`config.mk`:
```
export PLATFORM = sky130hd
export DESIGN_NAME = wda_sqrt
export DESIGN_NICKNAME = d
export VERILOG_FILES = /design/src/rtl/assert_macros.svh /design/src/rtl/wda_pkg.sv /design/src/rtl/wda_sqrt.sv
export SDC_FILE = /design/constraint.sdc
export NUM_CORES = 2
export LEC_CHECK = 0
export ABC_AREA = 1
export BUFFER_PORTS_ARGS = -buffer_cell sky130_fd_sc_hd__buf_2
export CORE_UTILIZATION = 46
export DETAILED_ROUTE_END_ITERATION = 10
export MAX_ROUTING_LAYER = met4
export RECOVER_POWER = 50
export SYNTH_ARGS = -nofsm -noshare
export SYNTH_HDL_FRONTEND = slang
export SYNTH_SLANG_ARGS = --single-unit
export TNS_END_PERCENT = 20
```
`constraint.sdc`:
```
create_clock -name clk -period 2.15 [get_ports clk]
set_input_delay 0.3225 -clock clk [delete_from_list [all_inputs] [get_ports clk]]
set_output_delay 0.3225 -clock clk [all_outputs]
set_load 0.02 [all_outputs]
```
`src/rtl/assert_macros.svh`:
```
// Assertion macros shared by the RTL. Define NO_ASSERTIONS to compile them out.
`ifndef ASSERT_MACROS_SVH
`define ASSERT_MACROS_SVH
`ifndef NO_ASSERTIONS
// Checked every clock, quiet while rst is high
`define WDA_ASSERT(lbl, prop, msg) \
  lbl: assert property (@(posedge clk) disable iff (rst) prop) else $error(msg);
// Checked every clock, reset included
`define WDA_ASSERT_RST(lbl, prop, msg) \
  lbl: assert property (@(posedge clk) prop) else $error(msg);
`else
`define WDA_ASSERT(lbl, prop, msg)
`define WDA_ASSERT_RST(lbl, prop, msg)
`endif
`endif

```
`src/rtl/wda_pkg.sv`:
```
// ----------------------------------------------------------------------------
// wda_pkg
// Types and constants for the wind drag acceleration pipeline.
// ----------------------------------------------------------------------------
`default_nettype none
package wda_pkg;

  localparam int VEL_BITS    = 24;
  localparam int MASS_W      = 24;
  localparam int COEF_W      = 20;
  localparam int ABS_W       = VEL_BITS + 1;        // |wind - craft|
  localparam int SS_W        = 2 * ABS_W;           // sum of squares
  localparam int ROOT_W      = ABS_W;               // floor sqrt
  localparam int MAG_W       = ABS_W + ROOT_W;      // |rel_i| * |rel|
  localparam int K_W         = 3 * COEF_W;          // rho * cd * area
  localparam int PROD_W      = MAG_W + K_W;
  localparam int SCALE_SHIFT = 40;
  localparam int NUM_W       = PROD_W - SCALE_SHIFT;
  localparam int DRAG_DIV    = 200;
  localparam int DEN_W       = MASS_W + 8;          // 200 * mass
  localparam int SPLIT_W     = 30;                  // partial product split
  localparam int MHI_W       = MAG_W - SPLIT_W;
  localparam int KHI_W       = K_W - SPLIT_W;
  localparam int MID_W       = 2 * SPLIT_W + 1;

  localparam logic [MASS_W-1:0] MASS_MIN = MASS_W'(7);

  localparam logic [1:0] REG_ENABLE  = 2'd0;
  localparam logic [1:0] REG_DENSITY = 2'd1;
  localparam logic [1:0] REG_COEFF   = 2'd2;
  localparam logic [1:0] REG_AREA    = 2'd3;

  localparam logic [COEF_W-1:0] DENSITY_RST = COEF_W'(80282);
  localparam logic [COEF_W-1:0] COEFF_RST   = COEF_W'(65536);
  localparam logic [COEF_W-1:0] AREA_RST    = COEF_W'(655);

  typedef struct packed {
    logic signed [VEL_BITS-1:0] wind_x;
    logic signed [VEL_BITS-1:0] wind_y;
    logic signed [VEL_BITS-1:0] wind_z;
    logic signed [VEL_BITS-1:0] craft_vx;
    logic signed [VEL_BITS-1:0] craft_vy;
    logic signed [VEL_BITS-1:0] craft_vz;
    logic        [MASS_W-1:0]   craft_mass;
  } wda_in_t;

  typedef struct packed {
    logic signed [VEL_BITS-1:0] accel_x;
    logic signed [VEL_BITS-1:0] accel_y;
    logic signed [VEL_BITS-1:0] accel_z;
    logic                       accel_saturated;
  } wda_out_t;

  // Side data riding alongside the arithmetic
  typedef struct packed {
    logic                       kill;
    logic [2:0]                 neg;
    logic [2:0][ABS_W-1:0]      absr;
    logic [DEN_W-1:0]           den;
  } wda_side_t;

endpackage
`default_nettype wire

```
`src/rtl/wda_sqrt.sv`:
```
// ----------------------------------------------------------------------------
// wda_sqrt
// Pipelined integer square root, one result bit per stage.
// ----------------------------------------------------------------------------
`default_nettype none
module wda_sqrt import wda_pkg::*; (
  input  wire logic              clk,
  input  wire logic              en,
  input  wire logic [SS_W-1:0]   rad,
  output logic      [ROOT_W-1:0] root
);

  localparam int REM_W = ROOT_W + 2;

  logic [REM_W-1:0]  rem_q  [ROOT_W];
  logic [ROOT_W-1:0] root_q [ROOT_W];
  logic [SS_W-1:0]   rad_q  [ROOT_W];

  for (genvar j = 0; j < ROOT_W; j++) begin : g_stage
    logic [REM_W-1:0]  rem_p;
    logic [ROOT_W-1:0] root_p;
    logic [SS_W-1:0]   rad_p;
    logic [REM_W+1:0]  t;
    logic [REM_W+1:0]  trial;
    logic              ge;

    if (j == 0) begin : g_first
      assign rem_p  = '0;
      assign root_p = '0;
      assign rad_p  = rad;
    end else begin : g_rest
      assign rem_p  = rem_q[j-1];
      assign root_p = root_q[j-1];
      assign rad_p  = rad_q[j-1];
    end

    assign t     = {rem_p, rad_p[SS_W-1 -: 2]};
    assign trial = (REM_W+2)'({root_p, 2'b01});
    assign ge    = (t >= trial);

    always_ff @(posedge clk) begin
      if (en) begin
        rem_q[j]  <= ge ? REM_W'(t - trial) : REM_W'(t);
        root_q[j] <= {root_p[ROOT_W-2:0], ge};
        rad_q[j]  <= rad_p << 2;
      end
    end
  end

  assign root = root_q[ROOT_W-1];

endmodule
`default_nettype wire

```
==> flow_summary.toml <==
[setup_path]
reg2reg_depth = 13
crit_path_start_kind = "register"
slowest_delay_ns = 0.48
critPathKind = "reg2reg"
slowest_stage = "edfxtp_1"
worst_ep_required_time_ns = 2.81
cp_max_fo = 4
reg2reg_from = "root_q[1][42]"
rrSetupSlack_ns = -0.09
crit_path_end_kind = "register"
rr_endpoint = "rem_q[2][79]"
crit_start = "root_q[1][42]"
crit_end = "rem_q[2][79]"
critical_path.cell_chain = "inv_2 > ha_4 > buf_6 > nand2_4 > nor2_4 > buf_6 > buf_4 > nand2_1 > nor2_1 > nand2_4 > nand3_2 > nand2_2 > a21oi_4"
critPathArrivalTime_ns = 2.90

[floorplan]
die_w_um = 433
io_pins = 77
num_rows = 157
die_h_um = 433
die_area_um2 = 188000
start_util_pct = 46.5
fp.coreArea_um2 = 184000

[synth]
yosysWarningCount = 0
synth_top_flop_cell = "edfxtp_1"
synth_cells = 9928
yosysTopAreaCellShare_pct = 53.9
ys_ff_latch = 1536
synth_cell_types = 56
synth_nets = 10300
synth_top_cell_by_area = "edfxtp_1"
ys_async_sr_fraction_pct = 0
synth_edf_count = 1536
syn_avg_cell_area_um2 = 8.62
synth-seq-area-share_pct = 53.9
synth_area_um2 = 85600
synthTopCellsByArea = "edfxtp_1, nand2_1, inv_1, ha_1, nor2_1"

[pwr]
p_switching_mw = 29.8
power.share.combinational_pct = 28.6
power.density_nw_per_um2 = 839
p_leak_nw = 52.8
pwr-share-seq_pct = 41.0
peakVddDrop_uv = 787
swShare_pct = 31.1
clkPwrFrac_pct = 30.4
internal_power_mw = 66.1

[global_routing]
antenna_found_initial = 0
met3_usage_pct = 2.66
grt_max_degree = 114
use_met1_pct = 34.1
grt_busiest_layer = "met2"
grt_pass1_wl_um = 369000
grt_pass1_vias = 67600
gr-total-overflow = 0
use_met2_pct = 42.8
gr-usage-all-layers_pct = 26.0

[place]
io_buffers = 76
dpl_cell_area_um2 = 99700
place_hpwl_um = 184000
gp_congestion = 0.946
dp.cells = 13800

[clock_tree]
cts-root-buf = "clkbuf_16"
cts_tree = "yes"
cts_made_buffers = 163
htreeDepth = 4
cts.sinks = 1536
clk_latency_ns = 0.84
cts.path.max_buffers = 3
clk_pin_slew_ns = 0.06

[hold_path]
hold_path_class = "in2reg"
hold_start = "rad[28]"

[sta]
fmax_mhz = 446
rsz0062_at_grt = "true"
slew-limit-headroom_pct = 12.6
min_period_ns = 2.24
worst_slew_pin_slew_ns = 1.31
finClkSkew_ns = 0.0270
setup_viol = 81
min_period_over_period_pct = 104
whs_ns = 0.197
hold_viol = 0
worst_slack_ns = -0.0898
slew_viol_final = 0

[layout]
fillCellCount = 15800
multi_input_area_um2 = 37800
area_delta_synth_final_pct = 33.7
layoutNonFillerInstCount = 14500
regArea_um2 = 46100
drive_above_1_share_pct = 27.2
finalInstanceArea_um2 = 114000
fin_nets = 12300
diodes = 0

[flow_run]
cap_violations = 0

[routing]
first_pass_iters = 6
drt-initial-drc-count = 4615
ant_nets = 0
drc = 0
finalWirelength_um = 244000
vias = 70500
routedWlPerCell_um = 16.8
viasPerCell = 4.87

[status]
violations = "negative setup slack"
outcome = "finished with violations"
-- worst min-delay path by stage --
stage / slack, ns / to / depth (start not counted)
6_report: 0.20 / rad_q[0][28] / 2
5_1_grt: 0.15 / rad_q[0][10] / 2
4_1_cts: 0.11 / rad_q[0][39] / 2
3_5_place_dp: 0.40 / rad_q[0][101] / 0
3_3_place_gp: 0.40 / rad_q[0][224] / 0
2_1_floorplan: 0.40 / rad_q[0][100] / 0
-- state kept, by name, summed over array words and instances, names as in the netlist --
name    cells
rem_q     611
rad_q     600
root_q    325
-- synthesized netlist by cell type, types with 23 or more instances --
library cell and count:
a21oi_1 264, a21oi_2 81, and2_1 23, buf_4 42
buf_6 30, edfxtp_1 1536, ha_1 352, inv_1 1776
inv_2 23, nand2_1 3548, nand3_1 549, nand3b_1 80
nand4_1 154, nor2_1 772, nor2_2 42, nor3_1 94
o21ai_0 105, o21ai_1 34, or2_2 37, xnor2_1 57
xor2_1 194
-- layer usage --
layer	wire length, µm	vias to the layer above
met5	0	-
met3	9700	337
met4	5970	0
met1	110000	33000
li1	-	35700
met2	118000	1499
-- worst max-delay path: cells and delay by family (launching register included) --
| family | cells | cell delay [ns] |
|---|---|---|
| AOI/OAI and AO/OA | 1 | 0.21 |
| adders and majority gates | 1 | 0.30 |
| buffers and inverters | 4 | 0.40 |
| DFF | 1 | 0.48 |
| and+or+nand+nor | 7 | 0.66 |
-- cell type report --
class | count | area share, %
Clock inverter | 109 | 1.21
Timing Repair Buffer | 1860 | 12.9
Tap cell | 2464 | 2.70
Inverter | 1814 | 6.06
Clock buffer | 194 | 3.69
Multi-Input combinational cell | 6499 | 33.1
Timing Repair inverter | 4 | 0.0525
Sequential cell | 1536 | 40.3
-- per-stage QoR --
stage                     util (%)  TNS (ns)  power [mW]  setup WS, ns
after floorplan                  -         0        51.2         0.122
after global placement        54.2    -51.68        62.5        -0.314
after detailed placement      54.2    -54.46        62.7        -0.315
after CTS                     59.8     -2.56        94.2       -0.0766
after global routing          62.2    -33.35         101        -0.149
final                         62.2     -1.32        95.9       -0.0898
-- power by group through the flow --
stage / clock [mW] / sequential, mW / combinational, mW
6_report: 29.1 / 39.4 / 27.5
5_1_grt: 30.9 / 39.6 / 30.3
4_1_cts: 29.8 / 39.3 / 25.1
3_5_place_dp: 0 / 39.6 / 23.0
3_3_place_gp: 0 / 39.6 / 22.9
2_1_floorplan: 0 / 38.5 / 12.7
-- cell families after synthesis --
logic type                 after synthesis  share of synthesized area (%)
AOI/OAI and AO/OA                      513                           3.47
buffers and inverters                 1893                           8.81
and+or+nand+nor                       5382                           26.1
xor gates and xnor gates               251                           2.57
DFF                                   1536                           53.9
other                                    1                        0.00438
adders and majority gates              352                           5.15
-- layout by cell type (no fill, tap or decap), types with 29 or more instances in the layout --
master,instances
xnor2_1,57
buf_4,1409
nor3_1,84
o21ai_0,94
buf_2,73
clkbuf_1,118
nand3_1,506
nand3_2,39
buf_6,32
clkbuf_4,120
o21ai_1,37
clkinv_1,29
nor2_4,74
nor2_2,133
a21oi_1,213
nand2_4,75
nand2_2,339
buf_12,50
or2_2,36
nand4_1,154
nand2_1,3156
clkbuf_16,181
dlygate4sd3_1,52
ha_4,241
a21oi_2,118
nor2_1,616
xor2_1,190
inv_2,133
edfxtp_1,1536
ha_1,106
inv_1,1655
nand3b_1,80
-- timing repair --
item | in CTS | in global routing
endpoints found under the hold margin | 54 | 0
buffers inserted | 121 | 158
pin swaps | 113 | 281
cloned | 8 | 20
hold buffers | 52 | 0
setup endpoints to repair | 526 | 593
gates resized for setup | 544 | 798
(Power assumes the default switching activity.)
