<file path="config.mk">
export PLATFORM = sky130hd
export DESIGN_NAME = wda_div
export DESIGN_NICKNAME = d
export VERILOG_FILES = /design/src/rtl/assert_macros.svh /design/src/rtl/wda_pkg.sv /design/src/rtl/wda_div.sv
export SDC_FILE = /design/constraint.sdc
export NUM_CORES = 2
export LEC_CHECK = 0
export ABC_AREA = 0
export BUFFER_PORTS_ARGS = -buffer_cell sky130_fd_sc_hd__buf_2
export CAP_MARGIN = 5
export CORE_UTILIZATION = 45
export CTS_BUF_LIST = sky130_fd_sc_hd__clkbuf_4 sky130_fd_sc_hd__clkbuf_8 sky130_fd_sc_hd__clkbuf_16
export CTS_CLUSTER_DIAMETER = 30
export DETAILED_ROUTE_END_ITERATION = 7
export MAX_ROUTING_LAYER = met4
export PLACE_DENSITY_LB_ADDON = 0.1
export SYNTH_ARGS = -nofsm -noshare
export SYNTH_HDL_FRONTEND = slang
export SYNTH_SLANG_ARGS = --single-unit
export TNS_END_PERCENT = 50
</file>
<file path="constraint.sdc">
create_clock -name clk -period 5.9 [get_ports clk]
set_clock_uncertainty 0.05 [all_clocks]
set_input_delay 0.59 -clock clk [delete_from_list [all_inputs] [get_ports clk]]
set_output_delay 0.59 -clock clk [all_outputs]
set_load 0.01 [all_outputs]
</file>
<file path="src/rtl/assert_macros.svh">
// Assertion macros shared by the RTL. Define NO_ASSERTIONS to compile them out.
`ifndef ASSERT_MACROS_SVH
`define ASSERT_MACROS_SVH
`ifndef NO_ASSERTIONS
// Checked every clock, quiet while rst is high
`define WDA_ASSERT(lbl, prop, msg) \
  lbl: assert property (@(posedge clk) disable iff (rst) prop) else $error(msg);
// Checked every clock, reset included
`define WDA_ASSERT_RST(lbl, prop, msg) \
  lbl: assert property (@(posedge clk) prop) else $error(msg);
`else
`define WDA_ASSERT(lbl, prop, msg)
`define WDA_ASSERT_RST(lbl, prop, msg)
`endif
`endif

</file>
<file path="src/rtl/wda_pkg.sv">
// ----------------------------------------------------------------------------
// wda_pkg
// Types and constants for the wind drag acceleration pipeline.
// ----------------------------------------------------------------------------
`default_nettype none
package wda_pkg;

  localparam int VEL_BITS    = 24;
  localparam int MASS_W      = 24;
  localparam int COEF_W      = 20;
  localparam int ABS_W       = VEL_BITS + 1;        // |wind - craft|
  localparam int SS_W        = 2 * ABS_W;           // sum of squares
  localparam int ROOT_W      = ABS_W;               // floor sqrt
  localparam int MAG_W       = ABS_W + ROOT_W;      // |rel_i| * |rel|
  localparam int K_W         = 3 * COEF_W;          // rho * cd * area
  localparam int PROD_W      = MAG_W + K_W;
  localparam int SCALE_SHIFT = 40;
  localparam int NUM_W       = PROD_W - SCALE_SHIFT;
  localparam int DRAG_DIV    = 200;
  localparam int DEN_W       = MASS_W + 8;          // 200 * mass
  localparam int SPLIT_W     = 30;                  // partial product split
  localparam int MHI_W       = MAG_W - SPLIT_W;
  localparam int KHI_W       = K_W - SPLIT_W;
  localparam int MID_W       = 2 * SPLIT_W + 1;

  localparam logic [MASS_W-1:0] MASS_MIN = MASS_W'(7);

  localparam logic [1:0] REG_ENABLE  = 2'd0;
  localparam logic [1:0] REG_DENSITY = 2'd1;
  localparam logic [1:0] REG_COEFF   = 2'd2;
  localparam logic [1:0] REG_AREA    = 2'd3;

  localparam logic [COEF_W-1:0] DENSITY_RST = COEF_W'(80282);
  localparam logic [COEF_W-1:0] COEFF_RST   = COEF_W'(65536);
  localparam logic [COEF_W-1:0] AREA_RST    = COEF_W'(655);

  typedef struct packed {
    logic signed [VEL_BITS-1:0] wind_x;
    logic signed [VEL_BITS-1:0] wind_y;
    logic signed [VEL_BITS-1:0] wind_z;
    logic signed [VEL_BITS-1:0] craft_vx;
    logic signed [VEL_BITS-1:0] craft_vy;
    logic signed [VEL_BITS-1:0] craft_vz;
    logic        [MASS_W-1:0]   craft_mass;
  } wda_in_t;

  typedef struct packed {
    logic signed [VEL_BITS-1:0] accel_x;
    logic signed [VEL_BITS-1:0] accel_y;
    logic signed [VEL_BITS-1:0] accel_z;
    logic                       accel_saturated;
  } wda_out_t;

  // Side data riding alongside the arithmetic
  typedef struct packed {
    logic                       kill;
    logic [2:0]                 neg;
    logic [2:0][ABS_W-1:0]      absr;
    logic [DEN_W-1:0]           den;
  } wda_side_t;

endpackage
`default_nettype wire

</file>
<file path="src/rtl/wda_div.sv">
// ----------------------------------------------------------------------------
// wda_div
// Pipelined restoring divider with overflow detect, one quotient bit a stage.
// ----------------------------------------------------------------------------
`default_nettype none
module wda_div import wda_pkg::*; (
  input  wire logic                clk,
  input  wire logic                en,
  input  wire logic [NUM_W-1:0]    num,
  input  wire logic [DEN_W-1:0]    den,
  output logic      [VEL_BITS-1:0] quo,
  output logic                     ovf
);

  localparam int NH_W = NUM_W - VEL_BITS;

  logic [DEN_W-1:0]    rem_q [VEL_BITS+1];
  logic [DEN_W-1:0]    den_q [VEL_BITS+1];
  logic [VEL_BITS-1:0] low_q [VEL_BITS+1];
  logic [VEL_BITS-1:0] quo_q [VEL_BITS+1];
  logic                ovf_q [VEL_BITS+1];

  // Entry stage: the quotient fits VEL_BITS bits only if num >> VEL_BITS < den
  always_ff @(posedge clk) begin
    if (en) begin
      rem_q[0] <= DEN_W'(num[NUM_W-1:VEL_BITS]);
      ovf_q[0] <= (num[NUM_W-1:VEL_BITS] >= NH_W'(den));
      den_q[0] <= den;
      low_q[0] <= num[VEL_BITS-1:0];
      quo_q[0] <= '0;
    end
  end

  for (genvar k = 1; k <= VEL_BITS; k++) begin : g_stage
    logic [DEN_W:0] t;
    logic           ge;

    assign t  = {rem_q[k-1], low_q[k-1][VEL_BITS-1]};
    assign ge = (t >= {1'b0, den_q[k-1]});

    always_ff @(posedge clk) begin
      if (en) begin
        rem_q[k] <= ge ? DEN_W'(t - {1'b0, den_q[k-1]}) : DEN_W'(t);
        den_q[k] <= den_q[k-1];
        low_q[k] <= low_q[k-1] << 1;
        quo_q[k] <= {quo_q[k-1][VEL_BITS-2:0], ge};
        ovf_q[k] <= ovf_q[k-1];
      end
    end
  end

  assign quo = quo_q[VEL_BITS];
  assign ovf = ovf_q[VEL_BITS];

endmodule
`default_nettype wire

</file>
==> flow_summary.json <==
{
  "status": "finished with violations",
  "violations": "max-capacitance violations, max-slew violations",
  "chipHeight_um": 503.9,
  "placedInstanceArea_um2": 118000,
  "grt_pass1_vias": 76036,
  "synth_edf_count": 2161,
  "rsz0062_at_grt": "no",
  "drive_above_1_share_pct": 13.57,
  "ys.flop_type": "edfxtp_1",
  "nets": 10952,
  "syn_to_final_growth_pct": 19.76,
  "yosysWarnings": 0,
  "placed_cells": 12766,
  "hold_start": "en",
  "fin_cells": 13768,
  "slew_viol_final": 4,
  "cts.sinks": 2161,
  "synth_area_per_cell_um2": 12.00,
  "drv_cap": 2,
  "grt_usage_pct": 21.39,
  "yosysSeqAreaShare_pct": 57.26,
  "worst_path_dominant_cell_family": "compound AO/OA/AOI/OAI gates",
  "cts_setup_buffers": 0,
  "path_clk_slew_ns": 0.05,
  "leakage_nw": 55.52,
  "reg2regPathDepth": 13,
  "num_vias": 73684,
  "critPathCaptureType": "flop",
  "clk_latency_ns": 1.05,
  "critPathMaxFanout": 47,
  "finalCritPeriodShare_pct": 78.44,
  "path_class": "flop to flop",
  "antenna_found_initial": 2,
  "grt_max_degree": 189,
  "relSlewSlack_pct": -1.053,
  "cts_tree": "built",
  "clock_path_buffers": 4,
  "cp_cell_sequence": "inv_1 -> ha_1 -> nor2b_1 -> o31a_1 -> o31ai_1 -> nand3_1 -> a211oi_1 -> o21ai_1 -> nand2_1 -> nand4_1 -> a21oi_4 -> buf_4 -> o21ai_0",
  "finalCriticalPeriod_ns": 4.628,
  "crit_buf_inv": 2,
  "netlist_area_um2": 113300,
  "mostFrequentLayoutCell": "edfxtp_1",
  "crit_path_max_incr_delay_ns": 0.65,
  "rows": 183,
  "arrival_ns": 5.16,
  "worst_pin_slew_ns": 1.502,
  "netlist_instances": 9447,
  "synth_nets": 10374,
  "hold_depth": 1,
  "cts-buffers-inserted": 497,
  "vdd_drop_max_mv": 0.3404,
  "place.gp.congestion": 0.9658,
  "die_w_um": 503.9,
  "grt_first_pass_wirelength_mm": 415.2,
  "setup_viol": 0,
  "p_per_area_nw_per_um2": 602.0,
  "start_util_pct": 45.41,
  "firstDrtPassIters": 5,
  "synth_async_sr_flop_share_pct": 0,
  "rr_startpoint": "den_q[5][33]$_DFFE_PP_",
  "hold_violations": 0,
  "wl_per_cell_um": 19.48,
  "layout_common_cells": "edfxtp_1 (2161), inv_1 (999), ha_1 (800), a21oi_1 (748), nand2_1 (640)",
  "required_ns": 6.43,
  "clockRootBuffer": "clkbuf_16",
  "rr_endpoint": "rem_q[1][135]$_DFFE_PP_",
  "clock.fmax_ghz": 0.2161,
  "cts.repair.resized": 0,
  "portBuffers": 128,
  "synth_cell_types": 103,
  "htreeDepth": 5,
  "drtIter0Drc": 4052,
  "antenna_left": 0,
  "r2r_slack_ns": 1.27,
  "overflow": 0,
  "drc": 0,
  "ys_ff_latch": 2161,
  "wl_mm": 268.2,
  "post-route-cell-area_um2": 135700,
  "cpMaxStageDelayCell": "a211oi_1",
  "die_area_um2": 253900,
  "hpwl_mm": 200.5,
  "hold_path.class": "input port to flop",
  "core-area_um2": 249600,
  "setup_tns_ns": 0,
  "holdBufCountCts": 90,
  "hold_end": "low_q[0][16]$_DFFE_PP_",
  "start_kind": "flop",
  "vias_per_cell": 5.352,
  "design.portCount": 129
}
## cell usage after synthesis (all sizes together), types with 24 or more instances
cell type / count / share of area [%]
nor3: 94 / 0.42
and3: 59 / 0.33
mux2: 287 / 2.9
a21oi: 755 / 3.4
a221oi: 25 / 0.23
nand2b: 112 / 0.62
buf: 82 / 0.50
a21o: 363 / 2.4
or2: 28 / 0.15
o21ai: 631 / 2.8
nand4: 118 / 0.65
inv: 1001 / 3.3
a31oi: 81 / 0.46
nand2: 640 / 2.1
nor2: 451 / 1.5
o211ai: 35 / 0.24
xnor2: 382 / 3.0
ha: 800 / 8.8
o21bai: 96 / 0.64
nand3: 143 / 0.63
edfxtp: 2161 / 57
a211oi: 43 / 0.30
nor2b: 124 / 0.68
o31a: 25 / 0.19
and2: 32 / 0.18
o21a: 93 / 0.62
o31ai: 56 / 0.38
or3: 24 / 0.14
clkbuf: 127 / 0.42
xor2: 253 / 2.0
## cells by family after synthesis
| kind of cell | share of synthesized area, % |
|---|---|
| DFF | 57.26 |
| buffers and inverters | 4.238 |
| muxes | 3.144 |
| AOI/OAI and AO/OA | 13.26 |
| and+or+nand+nor | 7.960 |
| xor gates and xnor gates | 4.907 |
| adders and majority gates | 9.238 |
## sequential cells by signal, indices dropped and copies added (netlist names)
register,count
den_q,768
low_q,300
ovf_q,25
quo_q,300
rem_q,768
## routing by layer
layer	GRT usage (%)	wire (um)
met4	10.03	12390
met1	21.49	99510
met2	40.10	146900
met5	-	0
met3	3.363	9408
## layout make-up
class / instances / area, um^2
clock buffers: 555 / 12890
clock inverters: 355 / 3953
diodes: 2 / 5.005
flip-flops and latches: 2161 / 64890
fillers: 21010 / 113800
multi-input cells: 6076 / 43820
well taps: 3330 / 4167
inverters: 1001 / 3757
repair buffers: 288 / 2257
## how the worst max path moves through the flow
stage / from / endpoint / slack, ns / cells after the start
finish: den_q[5][33]$_DFFE_PP_ / rem_q[1][135]$_DFFE_PP_ / 1.27 / 13
floorplan: rem_q[1][37]$_DFFE_PP_ / rem_q[1][68]$_DFFE_PP_ / 2.42 / 13
global placement: den_q[5][33]$_DFFE_PP_ / rem_q[1][137]$_DFFE_PP_ / 1.29 / 13
detailed placement: den_q[10][1]$_DFFE_PP_ / rem_q[2][170]$_DFFE_PP_ / 1.23 / 14
global route: den_q[5][33]$_DFFE_PP_ / rem_q[1][135]$_DFFE_PP_ / 0.99 / 13
CTS: den_q[10][1]$_DFFE_PP_ / rem_q[2][170]$_DFFE_PP_ / 1.15 / 14
## per-stage QoR
stage	power [mW]	setup slack (ns)	hold slack, ns	utilization, %
after floorplan	46.58	2.417	0.3503	-
after global routing	86.58	0.9880	0.06182	54.39
final	81.71	1.272	0.08310	54.39
after detailed placement	54.76	1.230	0.3545	47.28
after global placement	54.35	1.293	0.3502	47.28
after CTS	82.42	1.152	0.05717	54.39
## power by group
part	total, mW	switching [mW]	internal (mW)
Sequential	24.6	2.21	22.3
Combinational	30.1	17.0	13.1
Clock	27.1	8.50	18.6
Total	81.7	27.7	54.0
(Power assumes the default switching activity.)
